<file path="config.mk">
export PLATFORM = sky130hd
export DESIGN_NAME = lome_scan
export DESIGN_NICKNAME = d
export VERILOG_FILES = /design/src/rtl/lome_pkg.sv /design/src/rtl/lome_scan.sv
export SDC_FILE = /design/constraint.sdc
export NUM_CORES = 1
export LEC_CHECK = 0
export CAP_MARGIN = 10
export CORE_UTILIZATION = 35
export CTS_BUF_LIST = sky130_fd_sc_hd__clkbuf_4 sky130_fd_sc_hd__clkbuf_8 sky130_fd_sc_hd__clkbuf_16
export DETAILED_ROUTE_END_ITERATION = 16
export DONT_BUFFER_PORTS = 1
export SYNTH_ARGS = -nofsm -noshare
export SYNTH_HDL_FRONTEND = slang
export SYNTH_SLANG_ARGS = --single-unit
</file>
<file path="constraint.sdc">
create_clock -name aclk -period 19.52 [get_ports aclk]
set_input_delay 2.928 -clock aclk [delete_from_list [all_inputs] [get_ports aclk]]
set_output_delay 2.928 -clock aclk [all_outputs]
set_load 0.03 [all_outputs]
</file>
<file path="src/rtl/lome_pkg.sv">
// Shared types and codes for the limit order matching engine.
`timescale 1ns / 1ps
package lome_pkg;

    typedef enum logic [2:0] {
        ST_IDLE,
        ST_SCAN,
        ST_ACT,
        ST_DECIDE,
        ST_WRB,
        ST_WRA
    } state_t;

    typedef enum logic {
        PH_LOOKUP,
        PH_BEST
    } phase_t;

    localparam logic       ACT_ADD       = 1'b0;
    localparam logic       ACT_CANCEL    = 1'b1;
    localparam logic       KIND_TRADE    = 1'b0;
    localparam logic       KIND_ACK      = 1'b1;
    localparam logic [1:0] STAT_OK       = 2'd0;
    localparam logic [1:0] STAT_NOTFOUND = 2'd1;
    localparam logic [1:0] STAT_FULL     = 2'd2;
    localparam logic [1:0] STAT_DUP      = 2'd3;

    localparam int ID_BITS  = 64;
    localparam int QTY_BITS = 32;
    localparam int ARR_BITS = 32;

endpackage

</file>
<file path="src/rtl/lome_scan.sv">
// Table walk accumulator: id lookup and best bid / best ask selection.
`timescale 1ns / 1ps
module lome_scan import lome_pkg::*; #(
    parameter int IW = 5,
    parameter int PB = 16
) (
    input  logic                aclk,
    input  logic                aresetn,
    input  logic                clr,
    input  logic                in_vld,
    input  logic [IW-1:0]       in_idx,
    input  logic                in_live,
    input  logic                in_buy,
    input  logic [PB-1:0]       in_price,
    input  logic [ID_BITS-1:0]  in_ident,
    input  logic [QTY_BITS-1:0] in_rem,
    input  logic [ARR_BITS-1:0] in_arr,
    input  logic [ID_BITS-1:0]  key_id,
    input  logic [ARR_BITS-1:0] ctr,
    output logic                hit,
    output logic [IW-1:0]       hit_idx,
    output logic                bid_ok,
    output logic [IW-1:0]       bid_idx,
    output logic [PB-1:0]       bid_px,
    output logic [ID_BITS-1:0]  bid_id,
    output logic [QTY_BITS-1:0] bid_rem,
    output logic [ARR_BITS-1:0] bid_arr,
    output logic                ask_ok,
    output logic [IW-1:0]       ask_idx,
    output logic [PB-1:0]       ask_px,
    output logic [ID_BITS-1:0]  ask_id,
    output logic [QTY_BITS-1:0] ask_rem,
    output logic [ARR_BITS-1:0] ask_arr
);
    logic [ARR_BITS-1:0] age, bage, aage;
    logic                take_bid, take_ask;

    always_comb begin
        age      = ctr - in_arr;
        bage     = ctr - bid_arr;
        aage     = ctr - ask_arr;
        take_bid = in_vld && in_live && in_buy &&
                   (!bid_ok || in_price > bid_px ||
                    (in_price == bid_px && age > bage));
        take_ask = in_vld && in_live && !in_buy &&
                   (!ask_ok || in_price < ask_px ||
                    (in_price == ask_px && age > aage));
    end

    always_ff @(posedge aclk) begin
        if (!aresetn || clr) begin
            hit    <= 1'b0;
            bid_ok <= 1'b0;
            ask_ok <= 1'b0;
        end else begin
            if (in_vld && in_live && in_ident == key_id) begin
                hit     <= 1'b1;
                hit_idx <= in_idx;
            end
            if (take_bid) begin
                bid_ok  <= 1'b1;
                bid_idx <= in_idx;
                bid_px  <= in_price;
                bid_id  <= in_ident;
                bid_rem <= in_rem;
                bid_arr <= in_arr;
            end
            if (take_ask) begin
                ask_ok  <= 1'b1;
                ask_idx <= in_idx;
                ask_px  <= in_price;
                ask_id  <= in_ident;
                ask_rem <= in_rem;
                ask_arr <= in_arr;
            end
        end
    end
endmodule

</file>
; ---- After elaboration in Yosys (flattened, before gate mapping)
; Index checks and enable logic that the tools add are counted.
[classes]
eq_ne = 3
bitwise_logic = 1
addsub = 3
reduce_logical = 20
order_cmp = 4
[op_table]
columns = op, count
row1 = subtractor 32 bit, 3
row2 = equality test 64 bit, 1
row3 = > comparator 32 bit, 2
row4 = equality test 16 bit, 2
row5 = > comparator 16 bit, 1
row6 = < comparator 16 bit, 1
row7 = logical AND 1 bit, 8
row8 = AND reduction 2 bit, 3
row9 = logical OR 1 bit, 5
row10 = logical NOT 1 bit, 4
row11 = inverter 1 bit, 1
[totals]
wordCells = 45
regBits = 306
output_inout_bits = 306
inputBits = 251

; ---- Logic depth before layout (Yosys ltp)
[logic_depth]
ltp_word = 6
depth_mapped = 23
depth_no_buf = 23

; ---- Least setup slack after synthesis
; OpenSTA, ideal clock, no wires.
[synth_timing]
kind = in2reg
startpoint = input port ctr[0]
endpoint = register ask_arr[0] (enable)
path_stages = 20
required_time_ns = 18.844
path_buffers = 0
path_slack_ns = 5.981
setup_time_ns = 0.676
t_arrival_ns = 12.863
cell_sequence = inv_1 > ha_1 > inv_1 > fa_1 > a21oi_1 > nor2_1 > nor4b_1 > o31ai_1 > a31o_2 > a21oi_1 > o21ai_1 > a221oi_1 > xor2_1 > ha_1 > nand4_1 > or2_2 > nor3_1 > a41o_1 > a21oi_1 > o21ai_1
[synth_between]
elab_chain_cells = 6
word_cells_on_any_way = 7
classes_between = add/sub (2) / order compare (1) / reduce/logical (4)
[synth_lines]
columns = element, line
row1 = from (decl), lome_scan.sv:19  ; input logic [ARR_BITS-1:0] ctr,
row2 = subtractor 32 bit (on tied branches), "lome_scan.sv:39, lome_scan.sv:41"
row3 = > comparator 32 bit *, lome_scan.sv:47  ; (in_price == ask_px && age > aage));
row4 = logical AND 1 bit *, lome_scan.sv:47
row5 = logical OR 1 bit *, lome_scan.sv:46  ; (!ask_ok || in_price < ask_px ||
row6 = logical AND 1 bit *, lome_scan.sv:45  ; take_ask = in_vld && in_live && !in_buy &&
row7 = AND reduction 2 bit (no line) *, n/a
row8 = to (signal assigned), lome_scan.sv:74  ; ask_arr <= in_arr;
row9 = to (decl), lome_scan.sv:33  ; output logic [ARR_BITS-1:0] ask_arr
; Mark *: on every way between the ends. The rest lies on a longest branch, timed or not.
; A chain may end at the register's enable or synchronous reset.

; ---- Worst setup path in the final report
[layout_timing]
startpoint = input port ctr[0]
endpoint = register bid_rem[22] (enable)
[layout_between]
elab_chain_cells = 6
word_cells_on_any_way = 7
classes_between = add/sub (2) / order compare (1) / reduce/logical (4)
[layout_lines]
columns = element, line
row1 = subtractor 32 bit (on tied branches), "lome_scan.sv:39, lome_scan.sv:40"
row2 = > comparator 32 bit *, lome_scan.sv:44  ; (in_price == bid_px && age > bage));
row3 = logical AND 1 bit *, lome_scan.sv:44
row4 = logical OR 1 bit *, lome_scan.sv:43  ; (!bid_ok || in_price > bid_px ||
row5 = logical AND 1 bit *, lome_scan.sv:42  ; take_bid = in_vld && in_live && in_buy &&
row6 = AND reduction 2 bit (no line) *, n/a
row7 = to (signal assigned), lome_scan.sv:65  ; bid_rem <= in_rem;
row8 = to (decl), lome_scan.sv:26  ; output logic [QTY_BITS-1:0] bid_rem,
; Marks and branches as above.

==> results_dict.tcl <==
set metrics [dict create \
    wl_um 59400 \
    routed.top_layer "met5" \
    worst_slew_margin_rel_pct 35.1 \
    clk_pin_slew_ns 0.07 \
    synth-edff-count 303 \
    die_h_um 223 \
    grt_max_degree 142 \
    cts_setup_buffers 0 \
    cp_cell_sequence "inv_1 > ha_1 > inv_1 > fa_1 > a211oi_1 > nor2_1 > o31ai_1 > a21oi_1 > o21ai_1 > a31oi_1 > a211o_1 > a21oi_1 > xnor2_1 > ha_1 > nand4_1 > nor3_1 > nand4_1 > a211oi_1 > a211oi_2 > o31ai_4 > buf_4 > buf_4" \
    endpoint_kind "flip-flop" \
    slew_violations 0 \
    io_pins 557 \
    gp_congestion 0.918 \
    power.density_mw_per_mm2 87.6 \
    cp_slowest_cell "buf_4" \
    wl_met3_um 6710 \
    wl_met2_um 27400 \
    setup_viol 0 \
    start_util_pct 35.7 \
    fin_crit_sh_pct 43.0 \
    synth_area_per_cell_um2 12.0 \
    hold_viol 0 \
    cts_tree "done" \
    post-route-util_pct 39.7 \
    cp_top_family "compound AO/OA/AOI/OAI gates" \
    first_pass_iters 7 \
    die_w_um 223 \
    layout_commonest_cell "edfxtp_1" \
    routedWlPerCell_um 28.2 \
    drt_iter0_markers 1214 \
    grt_pass1_vias 11700 \
    drc 0 \
    syn-cell-area_mm2 0.0171 \
    min_period_ns 8.40 \
    holdBufCountCts 0 \
    m1WireLength_um 24000 \
    placeableCoreArea_mm2 0.0480 \
    vias 12000 \
    fin_tns_setup_ns 0 \
    hold_path.class "reg -> reg" \
    final_cell_mix "edfxtp_1 (303), ha_1 (187), inv_1 (151), a21oi_1 (111), xor2_1 (74)" \
    arrival_ns 8.63 \
    status "finished clean" \
    post_cts_resized 0 \
    overflow 0 \
    fin_nets 1901 \
    cp.buffers_inverters 4 \
    rsz0062_at_grt "false" \
    async_flop_share_pct 0 \
    fin_ws_ns 11.12 \
    clock.fmax_mhz 119 \
    antenna_found_initial 9 \
    post-dp-hpwl_um 48200 \
    syn_nets 1866 \
    clk_latency_ns 0.60 \
    max_stage_delay_ns 0.69 \
    grt_usage_pct 23.0 \
    cp_data_required_time_ns 19.75 \
    clock-root-buffer "clkbuf_16" \
    ys.flop_type "edfxtp_1" \
    fill_cells 4590 \
    area_growth_pct 11.3 \
    grt_pass1_wl_um 82400 \
    yosysUniqueCellTypes 66 \
    crit_fanout 55 \
    num_rows 80 \
    synth-seq-cells 306 \
    cp-start-kind "input pin" \
    ys_warn_count 0 \
    drv_cap 0 \
    ir_drop_v 0.0000780 \
    criticalPathCategory "in -> reg" \
    cts_made_buffers 31 \
    cts_max_level 1 \
    antenna_left 0 \
    max_slew.worst_pin.slew_ns 0.973 \
    p_leak_nw 7.55 \
    syn-instance-count 1425 \
    drive_gt1_share_pct 5.66 \
    avgViaCountPerCell 5.68 \
    clockBufferDepth 3 \
    dieArea_mm2 0.0499 \
    fin_skew_ns 0.0159 \
    dp_slack_ns 10.53 \
    clock_sink_count 306 \
    seq_area_frac_synth_pct 53.4 \
    io_buffers 0 \
]
[stage by stage]
step / std cells / area (um2) / hold WS [ns] / total power [mW]
global route: 2098 / 19100 / 0.668 / 1.74
floorplan: 1425 / 17100 / 0.574 / 0.985
detailed placement: 2042 / 18000 / 0.620 / 1.05
global placement: 2042 / 18000 / 0.617 / 1.05
CTS: 2098 / 19100 / 0.629 / 1.68
finish: 2108 / 19100 / 0.623 / 1.67
[cell usage after synthesis (all sizes together), types with 8 or more instances]
master | instances | area [um2]
edfxtp | 303 | 9100
ha | 187 | 2340
inv | 151 | 567
a21oi | 113 | 573
xor2 | 74 | 648
xnor2 | 71 | 629
nor2 | 65 | 244
a21o | 61 | 460
o21ai | 59 | 295
nand2 | 50 | 188
nand4 | 42 | 263
nand3 | 25 | 125
nand2b | 22 | 138
a211oi | 17 | 138
nor4 | 17 | 106
nor2b | 15 | 93.8
nor3 | 15 | 75.1
o21bai | 15 | 113
and3 | 13 | 91.3
o21a | 12 | 90.1
or2 | 10 | 62.6
a2111oi | 8 | 88.8
o211ai | 8 | 73.8
[flip-flops by register name (all words and copies together), names as in the netlist]
| signal | flops |
|---|---|
| bid_px | 16 |
| bid_ok | 1 |
| bid_rem | 32 |
| bid_arr | 32 |
| ask_id | 64 |
| ask_arr | 32 |
| hit | 1 |
| bid_idx | 5 |
| ask_rem | 32 |
| hit_idx | 5 |
| ask_ok | 1 |
| ask_px | 16 |
| ask_idx | 5 |
| bid_id | 64 |
[cells by family after synthesis]
group	synth area share [%]
AO/OA/AOI/OAI	12.8
XOR/XNOR	7.45
adder cells (fa/ha/maj)	14.0
buffers and inverters	3.42
flip-flops	53.4
multiplexers	0.175
AND/OR/NAND/NOR	8.75
[path summary, 6_finish.rpt]
check	start	to	slack, ns	cells past startpoint
worst min register to register	bid_ok$_SDFFE_PP0P_	bid_ok$_SDFFE_PP0P_	0.62	2
worst max-delay path	ctr[0]	bid_rem[22]$_DFFE_PP_	11.12	22
worst max register to register	ask_arr[0]$_DFFE_PP_	ask_px[2]$_DFFE_PP_	13.21	20
worst min-delay path	bid_ok$_SDFFE_PP0P_	bid_ok$_SDFFE_PP0P_	0.62	2
[power breakdown]
group / internal (mW) / switching [mW] / total (mW) / leakage, nW
combinational: 0.117 / 0.158 / 0.275 / 4.26
clock: 0.365 / 0.264 / 0.629 / 0.533
sequential: 0.737 / 0.0310 / 0.768 / 2.76
total: 1.22 / 0.453 / 1.67 / 7.55
[worst min-delay path: cells and delay by family (launching register included)]
family	cells	cell delay, ns
and+or+nand+nor	2	0.15
DFF	1	0.43
[routing by layer]
metal	global-route usage [%]	vias to the layer above
met5	0	-
met4	5.37	2
met3	7.51	96
met2	36.6	636
met1	30.2	5864
li1	-	5376
[layout make-up]
class | count | area (um2) | area share, %
well taps | 615 | 769 | 4.03
clock inverters | 22 | 278 | 1.46
diodes | 10 | 25.0 | 0.131
repair buffers | 7 | 65.1 | 0.341
inverters | 151 | 567 | 2.97
multi-input cells | 963 | 7430 | 38.9
clock buffers | 34 | 798 | 4.18
flip-flops and latches | 306 | 9160 | 48.0
(Power assumes the default switching activity.)
