**src/rtl/lome_ram.sv**
```systemverilog
// Generic single-port-write, single-port-read RAM with registered read.
`timescale 1ns / 1ps
module lome_ram #(
    parameter int WIDTH = 8,
    parameter int DEPTH = 32
) (
    input  logic                     aclk,
    input  logic                     we,
    input  logic [$clog2(DEPTH)-1:0] waddr,
    input  logic [WIDTH-1:0]         wdata,
    input  logic [$clog2(DEPTH)-1:0] raddr,
    output logic [WIDTH-1:0]         rdata
);
    logic [WIDTH-1:0] mem [DEPTH];

    always_ff @(posedge aclk) begin
        if (we) begin
            mem[waddr] <= wdata;
        end
        rdata <= mem[raddr];
    end
endmodule

```
**config.mk**
```make
export PLATFORM = sky130hd
export DESIGN_NAME = lome_ram
export DESIGN_NICKNAME = d
export VERILOG_FILES = /design/src/rtl/lome_ram.sv
export SDC_FILE = /design/constraint.sdc
export NUM_CORES = 1
export LEC_CHECK = 0
export BUFFER_PORTS_ARGS = -buffer_cell sky130_fd_sc_hd__buf_2
export CORE_ASPECT_RATIO = 1.1
export CORE_UTILIZATION = 31
export DETAILED_ROUTE_END_ITERATION = 8
export GPL_TIMING_DRIVEN = 0
export PLACE_DENSITY = 0.55
export SYNTH_ARGS = -nofsm -noshare
export SYNTH_HDL_FRONTEND = slang
export SYNTH_SLANG_ARGS = --single-unit
export TNS_END_PERCENT = 1
```
**constraint.sdc**
```tcl
create_clock -name aclk -period 6.17 [get_ports aclk]
set_input_delay 1.5425 -clock aclk [delete_from_list [all_inputs] [get_ports aclk]]
set_output_delay 1.5425 -clock aclk [all_outputs]
set_load 0.01 [all_outputs]
```
---- Word-level counts from Yosys, hierarchy flattened ----
Memories as Yosys holds them, arrays and structs flattened. A register that Yosys moved wholly into a read port is not among the register bits.
Cells that the tools add are included.
operators by class
  multiplexer cells ....................... 2
operators with widths
  kind    count
  $mux 1  2
word-level totals
  register bits after elaboration ......... 0
  memory bits (writable) .................. 256
  input bits .............................. 20
  output and inout bits ................... 8
  word-level logic and storage cells ...... 3
  memories ................................ 1
memory list
  name  depth  width  rd ports  clocked after Yosys merged registers in  wr ports  line  source
  mem   32     8      1         1                                        1         14    logic [WIDTH-1:0] mem [DEPTH];

---- Logic depth before layout (Yosys ltp) ----
Gate-level depths: netlist of the first run.
  depth after elaboration ................. 2
  mapped depth ............................ 5
  gate-level depth less buffers ........... 3

---- Worst setup path after synthesis of the first run ----
Ideal clock, no wire load.
  path kind ............................... input to register
  start point ............................. input raddr[2]
  end point ............................... register rdata[0], read port of mem
  setup time .............................. 121 ps
  arrival ................................. 3224 ps
  data required time ...................... 6049 ps
  setup slack ............................. 2825 ps
  stages on the path ...................... 5
  path buffers ............................ 2
  cell sequence ........................... clkbuf_1 clkbuf_1 mux4_2 mux4_2 mux2_2
RTL lines
  item             line  source
  start, declared  11    input logic [$clog2(DEPTH)-1:0] raddr,
  end, declared    12    output logic [WIDTH-1:0] rdata

==> results of run 1 <==
[cells in the final DEF, fill, tap and decap left out, types with 5 or more instances in the layout]
cell / netlist / final
edfxtp_1: 256 / 256
mux4_2: 80 / 80
nor2_1: 33 / 33
clkbuf_16: 0 / 27
buf_2: 1 / 23
clkbuf_1: 6 / 10
mux2_2: 8 / 8
dfxtp_1: 8 / 8
buf_4: 6 / 6
buf_1: 6 / 6
clkinv_1: 0 / 6
nand3b_1: 5 / 5
clkinv_2: 0 / 5
[metrics by stage]
step / power (mW) / hold slack [ns] / util, %
after CTS: 3.79 / 0.958 / 36.5
after global placement: 2.23 / 0.933 / 33.8
after global routing: 3.86 / 0.997 / 36.5
after detailed placement: 2.24 / 0.935 / 33.8
after floorplan: 2.15 / 0.865 / -
final: 3.76 / 0.959 / 36.5
[registers in the layout (all words and copies together) (netlist names)]
register / cells
rdata: 8
mem: 256
[metal layers]
metal	share of wire [%]	wire length [um]	track usage, %
met3	6.8	1430	2.59
met1	42	8760	16.8
met4	2.0	414	3.95
met2	50	10500	22.1
met5	0	0	0
[cell type report]
cell class / instances / area (sq um) / area share (%)
buffer: 20 / 106 / 0.922
clock buffer: 31 / 691 / 5.99
clock inverter: 17 / 160 / 1.39
multi-input combinational: 133 / 2100 / 18.2
sequential: 264 / 7850 / 68.0
tap: 420 / 526 / 4.55
timing repair buffer: 22 / 110 / 0.954
[worst max-delay path: stages]
cell and delay [ns]:
clkbuf_1 0.49, buf_1 0.66, mux4_2 0.45, mux4_2 0.53, mux2_2 0.30
[final timing paths]
| kind | start | endpoint | slack, ns | cells after the start |
|---|---|---|---|---|
| setup / recovery | raddr[2] | rdata[7] | 2.57 | 5 |
| hold / removal | mem[15][2] | rdata[2] | 0.96 | 3 |
| setup reg to reg | mem[21][1] | rdata[1] | 4.31 | 3 |
| hold reg to reg | mem[15][2] | rdata[2] | 0.96 | 3 |
[logic make-up after synthesis]
logic type    Yosys count
flops                 264
mux                    88
buf+inv                20
simple gates           45
[power by group]
| group | total (mW) | leakage [nW] | internal, mW | switching [mW] |
|---|---|---|---|---|
| Sequential | 2.00 | 2.37 | 1.99 | 0.00660 |
| Clock | 1.56 | 0.409 | 0.922 | 0.641 |
| Combinational | 0.194 | 0.733 | 0.0814 | 0.113 |
==> results.md, run 1 <==
Yosys:
- Among all cell types in the netlist, the one instantiated most often is edfxtp_1.
- The combinational family with the most area after synthesis is multiplexers.
- The synthesized netlist devotes 0% of its cell area to adder and majority cells.
- After synthesis, the mean cell area works out to ~24 sq um.
- The library cell with the largest summed area after synthesis is edfxtp_1.
- The instance count of the mapped netlist is around 420.
- The number of synthesis warnings is 0.
- Yosys attributes the largest share of cell area to edfxtp_1 (76%), mux4_2 (18%), dfxtp_1 (1.6%).
- The part of the Yosys area used for sequential elements is about four fifths.
- Of the post-synthesis cell area, the part taken by muxes is a little under a fifth.
- The number of nets handed over by synthesis was around 440.
- Summing the areas of all and, or, nand and nor instances in the mapped netlist gives under 10% of the synthesized area.
- The synthesized design contains between 200 and 300 enable-type register cells.
- In this run, synthesis produced a sequential element count of between 200 and 300.
- The share of flip-flops with an asynchronous set or reset is 0%.
- Of the total synthesized cell area, the portion taken by XOR and XNOR cells is 0%.
- The fraction of the mapped netlist area in compound gates is 0%.
- By count the netlist is led by edfxtp_1 (256), mux4_2 (80), nor2_1 (33), dfxtp_1 (8), mux2_2 (8).
- The dominant register cell in the synthesized netlist is edfxtp_1.
- The netlist area before placement is ~0.010 sq mm.
- The number of distinct standard cells referenced by the synthesized netlist is 15.
- The area share of the leading cell type in the synthesized netlist is between 70% and 80%.

Clock network:
- In this run the clock root is driven by a clkbuf_16.
- The clock-pin slew on the worst setup and hold paths is around 0.060 ns.
- In this run the post-CTS setup repair buffer count came out at 0.
- After clock tree synthesis, the flow added hold-fix buffers numbering 0.
- The number of sinks driven by the clock tree is between 200 and 300.
- The clock passes through at most 3 buffers.
- For the worst-skew pair, the clock arrives at the later sink with an insertion delay of 0.53 ns.
- Gates resized during post-CTS repair numbered 0.
- TritonCTS built the clock tree.
- The depth of the CTS H-tree is 1.
- The number of buffers inserted during clock tree synthesis is 26.

Global routing:
- The first global-routing pass estimated ~31000 um of wire.
- The number of antenna violations at the first check in global routing is 0.
- After global routing the overflow that remains totals 0.
- The via count of the first global-routing pass is roughly 4700.
- The pin count of the biggest net entering global routing is 33.
- The global-route usage over all layers is 13.0%.

Floorplan:
- The floorplan core area is ~0.032 sq mm.
- For this design the top-level I/O count stands at 28.
- The number of cell rows is 68.
- The area of the die is ~0.033 sq mm.
- The initial core utilization is a little under a third.
- The floorplan die width is approximately 170 um.
- The die is around 190 um tall.

Layout:
- Relative to the synthesized area, the layout overhead comes to 14.8%.
- The number of antenna diodes in the final layout is 0.
- The post-route netlist has 32.6% of its cells at a drive strength greater than 1.
- Counting the fill cells in the layout gives ~2900.
- The net count of the finished layout is 487.
- The final instance area is around 0.012 sq mm.
- Excluding fillers, the count of instances in the completed layout stands at 907.

Detailed routing:
- The final antenna-violating net count is 0.
- In the routed design, unresolved DRC markers number 0.
- Summing over every cut layer, the via total after detailed routing is 4434.
- After the first detailed-routing iteration, the DRC count stood at between 200 and 300.
- Summed over all layers, the routed wires come to roughly 21000 um.
- Using the TritonRoute via totals, the vias-per-cell ratio works out to 4.89.
- Dividing the detail-routed wire length by the instance count gives approximately 23 um.
- The first TritonRoute pass finished after 5 iterations.

Setup path:
- STA classifies the critical path startpoint as an input pin.
- Of all nets on the critical path, the largest fanout is 10.
- The data arrival time of the critical path is 3.99 ns.
- The classification of the worst setup path is in -> reg.
- The data required time of the worst path is approximately 6.6 ns.
- The worst setup path is captured at a flop.

Place:
- At the end of routability-driven placement, the weighted congestion stood at between 0.7 and 0.8.
- The pre-CTS setup slack is 2.00 ns.
- The area of placed instances is 0.0107 sq mm.
- The cell count after placement is approximately 860.
- The count of port buffers added during placement is 22.
- The detailed placement HPWL is roughly 14000 um.

Timing:
- Setup total negative slack on the finished layout was measured at 0 ns.
- After layout, the worst path uses 58.3% of the clock period.
- The worst setup skew after layout is 0.0154 ns.
- The count of pins over their slew limit is 0.
- Setup repair after global routing left no endpoint under its margin.
- Subtracting the final worst setup slack from the clock period gives ~3.6 ns.
- Setup violations remaining at the end of the flow were counted as 0.
- The worst relative slew slack is between 30% and 40%.
- The slew at the pin closest to its max-slew limit is ~0.92 ns.
- The final count of hold timing violations is 0.
- The fmax is 278 MHz.
- In the post-route analysis, the smallest setup slack over all paths is between 2 and 3 ns.

Power:
- The highest ir drop seen on vdd is around 0.15 mV.
- The leakage power is 3.52 nW.
- The areal power density over the cells is 326 mW/mm^2.

Run status:
- The flow ran to the end, and the final reports show no timing, DRC or antenna violations.

Worst hold path:
- The path class of the tightest hold or removal check is reg -> reg.

Run:
- Max-cap violations in this run came to 0.
Note: power is estimated with default switching activity, not from simulation.
==> run 2, diff against run 1 <==
--- a/config.mk
+++ b/config.mk
@@ -10,7 +10,7 @@
 export CORE_UTILIZATION = 31
 export DETAILED_ROUTE_END_ITERATION = 8
 export GPL_TIMING_DRIVEN = 0
-export PLACE_DENSITY = 0.55
+export PLACE_DENSITY = 0.57
 export SYNTH_ARGS = -nofsm -noshare
 export SYNTH_HDL_FRONTEND = slang
 export SYNTH_SLANG_ARGS = --single-unit
==> constraint.sdc (replaced) <==
create_clock -name aclk -period 3.1 [get_ports aclk]
set_input_delay 0.775 -clock aclk [delete_from_list [all_inputs] [get_ports aclk]]
set_output_delay 0.775 -clock aclk [all_outputs]
set_load 0.01 [all_outputs]
==> run 2 against run 1 <==
Final area hardly changed. Register-to-register slack worse by 3.1 ns. Power up 100%. Core utilization barely moved. Combinational power is 98% higher. Clock-buffer cell count rose by 4. Die area is the same. Routed wire length down 1.9%. Hold slack got worse by 0.19 ns. Global-route usage fell by 0.11 points. Sequential power rose by 99%. Critical path type unchanged. Critical endpoint is now rdata[2]. Largest power group unchanged.
==> results.md, run 2 (synthesized netlist as in run 1, its figures left out) <==
Timing:
- The count of pins over their slew limit is 0 (unchanged).
- After layout, the minimum clock period comes to around 2.8 ns.
- The worst setup skew after layout is 0.0152 ns (was 0.0154 ns).
- The setup-violating endpoint count in the final report was 0 (unchanged).
- The setup total negative slack came to 0 ns (unchanged).
- The worst path uses roughly nine tenths of the clock period.
- The final count of hold timing violations is 0 (unchanged).
- The fmax is ~360 MHz.
- The slew at the pin closest to its max-slew limit is 0.837 ns (was 0.921 ns).
- Setup repair after global routing missed its margin: no (unchanged).
- The worst relative slew slack is 44.0% (was 38.6%).

Setup path:
- The slowest cell on the critical path was clkbuf_1 (was buf_1).
- The largest fanout of any net on the critical path is 10 (unchanged).
- The data required time of the worst path is 3.52 ns (was 6.57 ns).
- The count of buffering cells on the critical path with inverters included is 2 (unchanged).
- The data arrival time of the critical path is 3.24 ns (was 3.99 ns).
- The maximum cell stage delay along the critical path was 0.68 ns (was 0.66 ns).
- The worst-case reg-to-reg path depth is 3 (unchanged).
- The slack of the worst reg-to-reg path came to 1.26 ns (was 4.31 ns).
- CP cell instances: clkbuf_1 -> clkbuf_1 -> mux4_2 -> mux4_2 -> mux2_2 (was clkbuf_1 -> buf_1 -> mux4_2 -> mux4_2 -> mux2_2).
- The critical path's top delay family is multiplexers (unchanged).
- The terminus of the critical flop-to-flop path is rdata[2] (was rdata[1]).
- The startpoint of the worst register-to-register path is mem[28][2] (was mem[21][1]).
- The classification of the worst setup path is in -> reg (unchanged).
- The startpoint kind of the worst setup timing path was an input pin (unchanged).
- The capturing element type of the critical path is a flop (unchanged).

Clock network:
- The worst-skew pair later-pin latency is 0.54 ns (was 0.53 ns).
- The clock root buffer master is clkbuf_16 (unchanged).
- The number of buffers inserted during clock tree synthesis was 27 (was 26).
- The number of sinks driven by the clock tree was 264 (unchanged).
- The clock-pin slew on the worst setup and hold paths is 0.06 ns (about the same).
- The count of instances resized after the clock tree is built came to 0 (unchanged).
- The hold-fix buffer count after cts was 0 (unchanged).
- The depth of the CTS H-tree was 1 (unchanged).
- The total setup buffers inserted after CTS is 0 (unchanged).
- The maximum clock insertion buffer count is 3 (unchanged).
- The CTS tree is built (unchanged).

Detailed routing:
- The total wirelength of the detailed-routed design is 20700 um (was 21100 um).
- The ratio of routed vias to standard cells is 4.84 (was 4.89).
- The detailed router's first-iteration violation count came to 368 (was 264).
- The number of search-and-repair iterations in the first detailed-routing pass was 4 (was 5).
- The final antenna-violating net count is 0 (unchanged).
- The detail-routed net length per standard cell was 22.8 um (was 23.3 um).
- The vias after detailed routing is 4397 (was 4434).
- The remaining routing DRC violations came to 0 (unchanged).

Layout:
- The utilization after layout was 36.5% (about the same).
- Highest-count cells in the layout ignoring fill and taps: edfxtp_1 (256), mux4_2 (80), nor2_1 (33) (unchanged).
- The share of final-layout standard cells stronger than drive strength 1 is 31.9% (was 32.6%).
- The final antenna diode count was 0 (unchanged).
- The count of nets after finishing was 488 (was 487).
- The number of standard cells in the final layout excluding fillers came to 909 (was 907).
- Top Registers: mem: 256 flops, rdata: 8 flops (unchanged).
- The number of flip-flops in the largest register was 256 (unchanged).
- The relative area change from synthesis to final layout is 14.8% (about the same).
- The largest register by flop count is mem (unchanged).
- The commonest non-fill, non-tap cell in the layout is edfxtp_1 (unchanged).

Floorplan:
- The area of the die came to 0.0332 sq mm (unchanged).
- The floorplan core area came to 0.0317 sq mm (unchanged).
- The die boundary height was 191 um (unchanged).
- The initial core utilization is 31.8% (unchanged).
- The number of cell rows is 68 (unchanged).
- The floorplan die width is 174 um (unchanged).
- The count of pins on the block boundary was 28 (unchanged).

Worst hold path:
- The classification of the worst-slack hold path is in -> reg (was reg -> reg).
- The startpoint of the lowest-slack hold path is wdata[6] (was mem[15][2]).
- The number of cells on the worst hold path is 1 (was 3).
- The worst min-delay path endpoint is mem[20][6] (was rdata[2]).

Run:
- The count of maximum capacitance violations was 0 (unchanged).

Global routing:
- The global-route usage over all layers is 12.9% (was 13.0%).
- The pin count of the biggest net entering global routing is 33 (unchanged).
- The wire length of the first global-routing pass is 31400 um (was 31000 um).
- The remaining global-route overflow is 0 (unchanged).
- The number of antenna violations at the first check in global routing is 0 (unchanged).
- The via count of the first global-routing pass was 4730 (was 4727).

Power:
- The highest ir drop seen on vdd is 0.337 mV (was 0.151 mV).
- The leakage power is 3.52 nW (about the same).
- The areal power density over the cells came to 650 mW/mm^2 (was 326 mW/mm^2).

Place:
- The placer congestion estimate is 0.722 (was 0.778).
- The cell count after placement is 859 (unchanged).
- The detailed placement HPWL is 13700 um (was 13800 um).
- The count of port buffers added during placement was 22 (unchanged).

Run status:
- Result of the run: finished clean (unchanged).
run 2: worst max-delay path by stage:
stage | from | endpoint | slack (ns) | cells past startpoint
floorplan | raddr[2] | rdata[0] | 0.52 | 5
global placement | raddr[2] | rdata[2] | -0.22 | 5
detailed placement | raddr[2] | rdata[1] | -0.30 | 5
CTS | raddr[2] | rdata[1] | 0.27 | 5
global route | raddr[2] | rdata[1] | 0.17 | 5
finish | raddr[2] | rdata[2] | 0.28 | 5
run 2: metal layers:
metal	track usage (%)	vias up	share of wire (%)
li1	-	1878	-
met1	17.6	2327	42
met2	21.4	155	48
met3	1.77	37	6.7
met4	4.15	0	2.6
met5	0	-	0
run 2: worst reg2reg max path: cells and delay by family (launching register included):
family	cells	cell delay, ns
flip-flops	1	0.37
multiplexers	3	1.36
run 2: through the flow:
stage,cell area [sq um],setup slack (ns),hold slack (ns),power [mW]
after global placement,10700,-0.225,0.918,4.43
after CTS,11500,0.269,0.770,7.57
after detailed placement,10700,-0.297,0.921,4.45
after global routing,11500,0.172,0.794,7.72
after floorplan,10100,0.523,0.865,4.27
final,11500,0.284,0.773,7.51
run 2: final cells by class:
cell class	instances	area, sq um
Buffer	20	106
Tap cell	420	526
Fill cell	2872	20100
Clock inverter	15	148
Timing Repair Buffer	22	110
Multi-Input combinational cell	133	2100
Sequential cell	264	7850
Clock buffer	35	706
run 2: power by group:
group	internal (mW)	leakage, nW	switching (mW)	total [mW]
sequential	3.97	2.37	0.0128	3.98
clock	1.85	0.412	1.29	3.14
combinational	0.162	0.733	0.222	0.384
total	5.98	3.52	1.53	7.51
